===== src/sv/sac_pkg.sv =====
// Shared types and constants for the set-associative LRU cache.
// Used by sac_ctrl, sac_dpath and set_associative_lru_cache; no dependencies.

package sac_pkg;

  // Fixed field widths of the request and response
  localparam int ADDR_W   = 32;
  localparam int DATA_W   = 64;
  localparam int STATUS_W = 3;
  localparam int WAYOUT_W = 2;
  localparam int STAMP_W  = 32;

  // Access kinds
  localparam logic MODE_READ  = 1'b0;
  localparam logic MODE_WRITE = 1'b1;

  // Response status codes
  localparam logic [STATUS_W-1:0] ST_READ_HIT   = 3'd0;
  localparam logic [STATUS_W-1:0] ST_READ_MISS  = 3'd1;
  localparam logic [STATUS_W-1:0] ST_WRITE_HIT  = 3'd2;
  localparam logic [STATUS_W-1:0] ST_WRITE_FILL = 3'd3;
  localparam logic [STATUS_W-1:0] ST_WRITE_EVICT = 3'd4;

  // Input request
  typedef struct packed {
    logic              mode;
    logic [ADDR_W-1:0] address;
    logic [DATA_W-1:0] write_data;
  } in_req_t;

  // Output response
  typedef struct packed {
    logic [STATUS_W-1:0] status;
    logic [DATA_W-1:0]   read_data;
    logic [WAYOUT_W-1:0] way_used;
  } out_rsp_t;

  // Controller to datapath commands
  typedef struct packed {
    logic load;        // capture request, read the set
    logic clear_step;  // clear one row of valid bits
    logic scan_start;  // begin LRU search
    logic scan_step;   // compare one more way's stamp
    logic commit;      // write back the line, load the response
  } cmd_t;

  // Datapath to controller status
  typedef struct packed {
    logic clear_done;  // last row is being cleared
    logic is_write;
    logic hit;
    logic has_empty;
    logic scan_done;
    logic out_free;    // response register can take a new response
  } sts_t;

endpackage


===== src/sv/sac_ctrl.sv =====
// Control state machine for the set-associative LRU cache.
// Depends on sac_pkg for the command and status structs.

module sac_ctrl (
  input  logic          clk,
  input  logic          rst_n,
  input  logic          in_valid,
  output logic          in_stall,
  input  sac_pkg::sts_t sts,
  output sac_pkg::cmd_t cmd
);

  localparam logic [1:0] S_CLEAR  = 2'd0;
  localparam logic [1:0] S_IDLE   = 2'd1;
  localparam logic [1:0] S_LOOKUP = 2'd2;
  localparam logic [1:0] S_SCAN   = 2'd3;

  logic [1:0] state_r;
  logic [1:0] state_nxt;
  logic       need_scan;

  assign in_stall  = (state_r != S_IDLE);
  assign need_scan = sts.is_write && !sts.hit && !sts.has_empty;

  // Next state and commands
  always_comb begin
    state_nxt = state_r;
    cmd       = '0;
    unique case (state_r)
      S_CLEAR: begin
        cmd.clear_step = 1'b1;
        if (sts.clear_done) begin
          state_nxt = S_IDLE;
        end
      end
      S_IDLE: begin
        if (in_valid) begin
          cmd.load  = 1'b1;
          state_nxt = S_LOOKUP;
        end
      end
      S_LOOKUP: begin
        if (need_scan) begin
          cmd.scan_start = 1'b1;
          state_nxt      = S_SCAN;
        end else if (sts.out_free) begin
          cmd.commit = 1'b1;
          state_nxt  = S_IDLE;
        end
      end
      S_SCAN: begin
        if (!sts.scan_done) begin
          cmd.scan_step = 1'b1;
        end else if (sts.out_free) begin
          cmd.commit = 1'b1;
          state_nxt  = S_IDLE;
        end
      end
      default: begin
        state_nxt = S_CLEAR;
      end
    endcase
  end

  always_ff @(posedge clk) begin
    if (!rst_n) begin
      state_r <= S_CLEAR;
    end else begin
      state_r <= state_nxt;
    end
  end

  // A load is always followed by the lookup cycle
  a_load_then_lookup: assert property (@(posedge clk) disable iff (!rst_n)
    cmd.load |=> (state_r == S_LOOKUP))
    else $error("lookup did not follow request load");

  // The LRU search never steps past the last way
  a_scan_bounded: assert property (@(posedge clk) disable iff (!rst_n)
    cmd.scan_step |-> !sts.scan_done)
    else $error("LRU scan stepped past last way");

  // No request taken before the valid bits are cleared
  a_no_load_in_clear: assert property (@(posedge clk) disable iff (!rst_n)
    (state_r == S_CLEAR) |-> (!cmd.load && !cmd.commit))
    else $error("access during valid clear");

endmodule


===== config.mk =====
export PLATFORM = sky130hd
export DESIGN_NAME = sac_ctrl
export DESIGN_NICKNAME = d
export VERILOG_FILES = /design/src/sv/sac_pkg.sv /design/src/sv/sac_ctrl.sv
export SDC_FILE = /design/constraint.sdc
export NUM_CORES = 1
export LEC_CHECK = 0
export ABC_AREA = 1
export BUFFER_PORTS_ARGS = -buffer_cell sky130_fd_sc_hd__buf_2
export CAP_MARGIN = 20
export CELL_PAD_IN_SITES_DETAIL_PLACEMENT = 2
export CELL_PAD_IN_SITES_GLOBAL_PLACEMENT = 2
export CORE_AREA = 4 4 41 43
export CTS_CLUSTER_DIAMETER = 200
export DETAILED_ROUTE_END_ITERATION = 8
export DIE_AREA = 0 0 45 47
export GPL_TIMING_DRIVEN = 0
export PLACE_DENSITY_LB_ADDON = 0.12
export SETUP_SLACK_MARGIN = 0.1
export SLEW_MARGIN = 20
export SYNTH_ARGS = -nofsm -noshare
export SYNTH_HDL_FRONTEND = slang
export SYNTH_SLANG_ARGS = --single-unit

===== constraint.sdc =====
create_clock -name clk -period 1.8 [get_ports clk]
set_input_delay 0.09 -clock clk [delete_from_list [all_inputs] [get_ports clk]]
set_output_delay 0.09 -clock clk [all_outputs]
set_load 0.02 [all_outputs]

==> results.md, run 1 <==
- Die Height: approximately 47 um
- Top cells by count, synth: 9 x inv_1, 5 x nand2_1, 3 x nand2_2
- Max-slew violations: 0
- Worst r2r dst: state_r[0]
- Post-synthesis adder-cell area fraction: 0%
- Setup total negative slack: 0 ns
- Cells on worst reg2reg path: 5
- Wire per inst: 10.33 um
- Storage cell area: 40.04 sq um
- Vias: 276
- Largest family of logic cells by synthesized area: simple AND/OR/NAND/NOR gates
- Reg-to-reg startpoint: state_r[1]
- Slowest stage delay, CP: 0.44 ns
- Drt total wl: 682 um
- Crit-path slowest cell: dfxtp_1
- NumNets Final: 62
- GRT Total Usage: 8.117%
- Remaining Overflow, GRT: 0
- Area leader, netlist: dfxtp_1
- Syn-to-layout area delta: 53.29%
- RSZ-0062 raised after global routing: no
- Hold Path End: state_r[1]
- Yosys top cell area share: 19.16%
- Final Util: ~25%
- Yosys reg bits: 2
- Largest regs: state_r (2)
- Final Critical Period: about 1.4 ns
- Post_cts resized: 0
- Most frequent cell after synthesis: inv_1
- Fin. Hold Viols: 0
- Root buffer cell: clkbuf_4
- Met3 Wirelength: 59 um
- Async SR Flop Fraction: 0%
- Setup CP Type: flip-flop to primary output
- DR vias/cell: 4.182
- First-pass GRT wire length: 1.200 mm
- Initial antenna violation count: 0
- Crit path top cell by count: nand2_1
- Slew HR: 83.57%
- Main flop type after synthesis: dfxtp_1
- Pin count of the biggest net entering global routing: 7
- CTS Sinks: 2
- Multi-input logic area: ~130 sq um
- Initial Utilization: 16.06%
- CTS Buffer Depth: 2
- HPWL Detailed: 591.7 um
- Hold_sp: rst_n
- Bufs and invs on worst path: 2
- Worst Setup End Kind: primary output
- Post-Synthesis Cell Area: roughly 210 sq um
- Post-synthesis simple-gate area fraction: approximately 46%
- Die Footprint: ~2100 sq um
- Final worst slack: approximately 0.43 ns
- Initial DRT Pass Iterations: 1
- Layout cells sized above 1: 50.98%
- Final Cycle Share: 76.12%
- Die span in x: 45 um
- Clock Latency Late Sink: 0.23 ns
- Worst-path clk slew: 0.03 ns
- Status: completed
- WL met2: 355 um
- Hold/Removal Path Class: primary input to flip-flop
- Max FO, Critical Path: 6
- Standby leakage power: 0.1903 nW
- Num ports: 15
- Critical path startpoint category: flip-flop
- Top reg by flops: state_r
- Wire length on met1: 249 um
- Compound-Gate Fraction of Synth Area: 16.77%
- Post-synthesis sequential area ratio: about a fifth
- Filler Cells Inserted: 171
- Fmax: 729.9 MHz
- CTS tree: yes
- Max VDD drop: ~0.00021 V
- Cts bufs inserted: 3
- # rows: 13
- Fin Clk Skew: 0.006255 ns
- Dpl ws: 0.6260 ns
- Routability cong.: 0.6876
- Residual DRC: 0
- Hold Path Depth: 3
- Highest Signal Layer: met4
- Post-Synth XOR/XNOR Area: 0%
- Hold Buf Count CTS: 0
- Arr. time, crit path: about 1.3 ns
- Iteration-0 DRC Markers: 0
- Placeable Area: 1301 sq um
- Post-CTS Repair Setup Buffers: 0
- Cell count after synthesis: 34
- Fraction of synthesized area in multiplexers: 0%
- Avg Cell Area, Syn: 6.146 sq um
- Syn_nets: 43
- EDFF count, synth: 0
- Synth area leaders: dfxtp_1 19%, inv_1 16%, nand2_1 9.0%
- Worst hold margin: 0.1093 ns
- Yosys warns: 0
- Crit-path cells: nand2_1, inv_1, nand2_1, a21boi_0, buf_2
- Setup slack, reg-to-reg: 0.77 ns
- Worst Path Required: 1.71 ns
- Vias in the first global route: 296
- DRT antenna net count: 0
- Final setup vio count: 0
- H-tree Lvls: 1
- Max FFs per register: 2
- Antenna cell count: 0
- Pwr Total: 268.4 uW
- Max_cap viols: 0
- Critical path launch point: state_r[1]
- Synth cell types: 17
- CP top delay family: flip-flops
- Worst Tran Pin Value: 0.2462 ns
- Power Dens Cells: around 840 nW/um^2
- # port buffers: 14
==> power breakdown <==
part | total [mW] | internal [mW] | switching, mW
Clock | 0.101 | 0.0737 | 0.0276
Combinational | 0.104 | 0.0388 | 0.0647
Sequential | 0.0635 | 0.0512 | 0.0123
==> per-layer routing <==
layer  vias up  GRT usage [%]
li1        140              -
met3         2          1.916
met1       123          9.029
met4         0          7.018
met5         -              0
met2        11          12.99
==> worst max path at each step <==
stage                  end  slack, ns  cells past startpoint
floorplan           cmd[0]       0.60                      4
global placement    cmd[0]       0.69                      5
detailed placement  cmd[0]       0.63                      5
CTS                 cmd[0]       0.39                      5
global route        cmd[0]       0.25                      5
finish              cmd[0]       0.43                      5
==> area by class of cell <==
type / count / share of cell area [%]
multi-input cells: 22 / 41.02
repair buffers: 14 / 21.88
clock buffers: 3 / 7.031
inverters: 10 / 11.72
flip-flops and latches: 2 / 12.50
well taps: 15 / 5.859
==> worst register-to-register path, delay by kind of cell (launching register included) <==
| kind | cells | cell delay (ns) |
|---|---|---|
| buffers and inverters | 1 | 0.08 |
| DFF | 1 | 0.44 |
| and+or+nand+nor | 2 | 0.22 |
| AOI/OAI and AO/OA | 2 | 0.19 |
==> per-stage QoR <==
step                      instance area, sq um  instances
after floorplan                          209.0         34
after global placement                   297.8         63
after detailed placement                 297.8         63
after CTS                                320.3         66
after global routing                     320.3         66
final                                    320.3         66
==> cells by family after synthesis <==
kind of cell | after synthesis
simple gates | 17
buf+inv | 10
flops | 2
compound gates | 5
==> placed cells by master, fill, tap and decap left out, drive strengths merged <==
cell type  Yosys  final
nand3          3      3
nand2          8      8
buf            0     14
nand4          1      1
a21oi          2      2
nor2           4      4
inv           10     10
nand3b         1      1
a21boi         1      1
clkbuf         0      3
o21ai          2      2
dfxtp          2      2
(Power assumes the default switching activity.)
==> run 2, diff against run 1 <==
--- a/config.mk
+++ b/config.mk
@@ -10,10 +10,10 @@
 export CAP_MARGIN = 20
 export CELL_PAD_IN_SITES_DETAIL_PLACEMENT = 2
 export CELL_PAD_IN_SITES_GLOBAL_PLACEMENT = 2
-export CORE_AREA = 4 4 41 43
+export CORE_MARGIN = 4
+export CORE_UTILIZATION = 14
 export CTS_CLUSTER_DIAMETER = 200
 export DETAILED_ROUTE_END_ITERATION = 8
-export DIE_AREA = 0 0 45 47
 export GPL_TIMING_DRIVEN = 0
 export PLACE_DENSITY_LB_ADDON = 0.12
 export SETUP_SLACK_MARGIN = 0.1
==> constraint.sdc (replaced) <==
create_clock -name clk -period 1.25 [get_ports clk]
set_input_delay 0.0625 -clock clk [delete_from_list [all_inputs] [get_ports clk]]
set_output_delay 0.0625 -clock clk [all_outputs]
set_load 0.02 [all_outputs]
==> run 2 against run 1 <==
  * Design area up 24%
  * Via count up 6.5%
  * Total power is 62% higher
  * First-iteration DRC count up 1
  * Sequential share of layout area is 0.55 points lower
  * Sequential power is 44% higher
  * Die area rose by 2.8%
  * Hold slack lost 0.043 ns
  * Clock power up 43%
  * Non-clock buffer count up 5
  * Setup slack got worse by 0.29 ns
  * Sequential cell count is the same
  * Critical endpoint unchanged
  * Largest power group unchanged
==> results.md, run 2 (synthesized netlist as in run 1, its figures left out) <==
- Status: completed
- Worst Tran Pin Value: 0.1905 ns (-0.05565 ns)
- Commonest non-fill, non-tap cells in the layout: 11 x buf_2, 8 x inv_1, 7 x buf_4, 6 x nand2_2
- P_sw: 162.9 uW (+56%)
- Num ports: 15 (unchanged)
- Remaining Overflow, GRT: 0 (unchanged)
- Top reg by flops: state_r
- HPWL Detailed: 595.4 um (+0.63%)
- Pwr Total: 435.6 uW (+62%)
- Sw Share: 37.40% (-1.6 points)
- RSZ-0062 raised after global routing: yes
- Die Height: 46.63 um (-0.79%)
- Max FFs per register: 2 (unchanged)
- Setup slack, reg-to-reg: 0.18 ns (-0.59 ns)
- Layout cells sized above 1: 73.21% (+22 points)
- Cts bufs inserted: 3 (unchanged)
- Final setup vio count: 0 (unchanged)
- Die span in x: 46.63 um (+3.6%)
- Bufs and invs on worst path: 2 (unchanged)
- Largest regs: state_r (2)
- Fin. Hold Viols: 0 (unchanged)
- Wire length on met1: 249 um (unchanged)
- Critical path startpoint category: flip-flop
- Initial Utilization: 15.48% (-0.58 points)
- Initial DRT Pass Iterations: 2 (+1)
- Max-slew violations: 0 (unchanged)
- Cells on worst reg2reg path: 6 (+1)
- Slowest stage delay, CP: 0.37 ns (-0.07 ns)
- Sequential share of power: 21.0% (-2.7 points)
- Antenna cell count: 0 (unchanged)
- Arr. time, crit path: 1.05 ns (-0.23 ns)
- First-pass GRT wire length: 1.235 mm (+2.9%)
- Drt total wl: 713 um (+4.5%)
- Pin count of the biggest net entering global routing: 7 (unchanged)
- DP Area: 297.8 sq um (unchanged)
- Highest Signal Layer: met3
- Setup CP Type: flip-flop to primary output
- Standby leakage power: 0.2167 nW (+14%)
- Met3 Wirelength: 66 um (+12%)
- Final Cycle Share: between 80 and 90%
- Root buffer cell: clkbuf_4
- Crit-path cells: nand2_2, inv_1, nand2_2, a21boi_2, buf_4
- GRT Total Usage: 8.235% (+0.12 points)
- CTS tree: yes
- CTS Sinks: 2 (unchanged)
- DRT antenna net count: 0 (unchanged)
- Dpl ws: 0.1723 ns (-0.4537 ns)
- Placeable Area: 1350 sq um (+3.7%)
- Vias: 294 (+6.5%)
- Syn-to-layout area delta: 90.42%
- Fin Clk Skew: 0.001492 ns (-0.004763 ns)
- Commonest non-fill, non-tap cell in the layout: buf_2
- # port buffers: 14 (unchanged)
- WL met2: 397 um (+12%)
- Iteration-0 DRC Markers: 1 (+1)
- P_int: 272.7 uW (+67%)
- Clock Latency Late Sink: 0.23 ns (about the same)
- Hold/Removal Path Class: primary input to flip-flop
- Power Dens Cells: 1095 nW/um^2 (+31%)
- Residual DRC: 0 (unchanged)
- H-tree Lvls: 1 (unchanged)
- NumNets Final: 67 (+8.1%)
- Worst hold margin: 0.06645 ns (-0.04287 ns)
- Worst Path Required: 1.19 ns (-0.52 ns)
- Worst Setup End Kind: primary output
- Final Critical Period: ~1.1 ns
- Wire per inst: 10.04 um (-2.8%)
- Crit path top cell by count: nand2_2
- Filler Cells Inserted: 175 (+2.3%)
- Post-route cell area: 397.9 sq um (+24%)
- Worst-path clk slew: 0.03 ns (about the same)
- Setup total negative slack: 0 ns (unchanged)
- Max_cap viols: 0 (unchanged)
- CP top delay family: flip-flops
- DR vias/cell: 4.141 (-0.98%)
- Max VDD drop: 0.0002700 V (+28%)
- WP depth: 5 (unchanged)
- Power share of the clock group: 33.0% (-4.8 points)
- Max FO, Critical Path: 6 (unchanged)
- Initial antenna violation count: 0 (unchanged)
- Hold Path Depth: 3 (unchanged)
- Routability cong.: 0.6052 (-12%)
- Final worst slack: 0.1366 ns (-0.2932 ns)
- Crit-path slowest cell: dfxtp_4
- # rows: 13 (unchanged)
- Fmax: 898.2 MHz
- CTS Buffer Depth: 2 (unchanged)
- Slew HR: 87.26% (+3.7 points)
- Die Footprint: 2174 sq um (+2.8%)
- Vias in the first global route: 327 (+10%)
- Comb pwr share: 46.1% (+7.5 points)
[run 2: metal layers]
layer | GRT usage [%] | vias up
met4 | 6.630 | 0
met3 | 1.953 | 0
li1 | - | 149
met5 | 0 | -
met1 | 7.745 | 134
met2 | 14.84 | 11
[run 2: power by group through the flow]
stage          Clock (mW)  Sequential [mW]  Combinational (mW)
2_1_floorplan           0           0.0871               0.107
3_3_place_gp            0           0.0923               0.150
3_5_place_dp            0           0.0923               0.154
4_1_cts             0.150           0.0910               0.196
5_1_grt             0.152           0.0938               0.224
6_report            0.144           0.0913               0.201
[run 2: final timing paths]
| kind | start | end |
|---|---|---|
| max | state_r[1] | cmd[0] |
| min | rst_n | state_r[1] |
| max reg2reg | state_r[1] | state_r[1] |
| min reg2reg | state_r[1] | state_r[1] |
[run 2: per-stage QoR]
stage / util [%] / instances
4_1_cts: 27.80 / 71
6_report: 29.47 / 71
5_1_grt: 29.47 / 71
2_1_floorplan: - / 34
3_5_place_dp: 22.06 / 63
3_3_place_gp: 22.06 / 63
[run 2: area by class of cell]
class                      count  area [sq um]  area share (%)
clock buffer                   3         22.52           5.660
multi-input combinational     22         152.6           38.36
timing repair buffer          19         118.9           29.87
tap                           15         18.77           4.717
sequential                     2         47.55           11.95
inverter                      10         37.54           9.434
[run 2: worst register-to-register path, delay by kind of cell, from the launching register on]
family | cells | cell delay [ns]
AND/OR/NAND/NOR | 2 | 0.13
buffers and inverters | 2 | 0.25
AO/OA/AOI/OAI | 2 | 0.25
flip-flops | 1 | 0.37
[run 2: timing repair]
item / in CTS / in global routing
setup buffers: 5 / 0
gates resized for setup: 9 / 7
hold buffers: 0 / 0
endpoints found under the setup margin: 5 / 4
pin swaps: 1 / 2
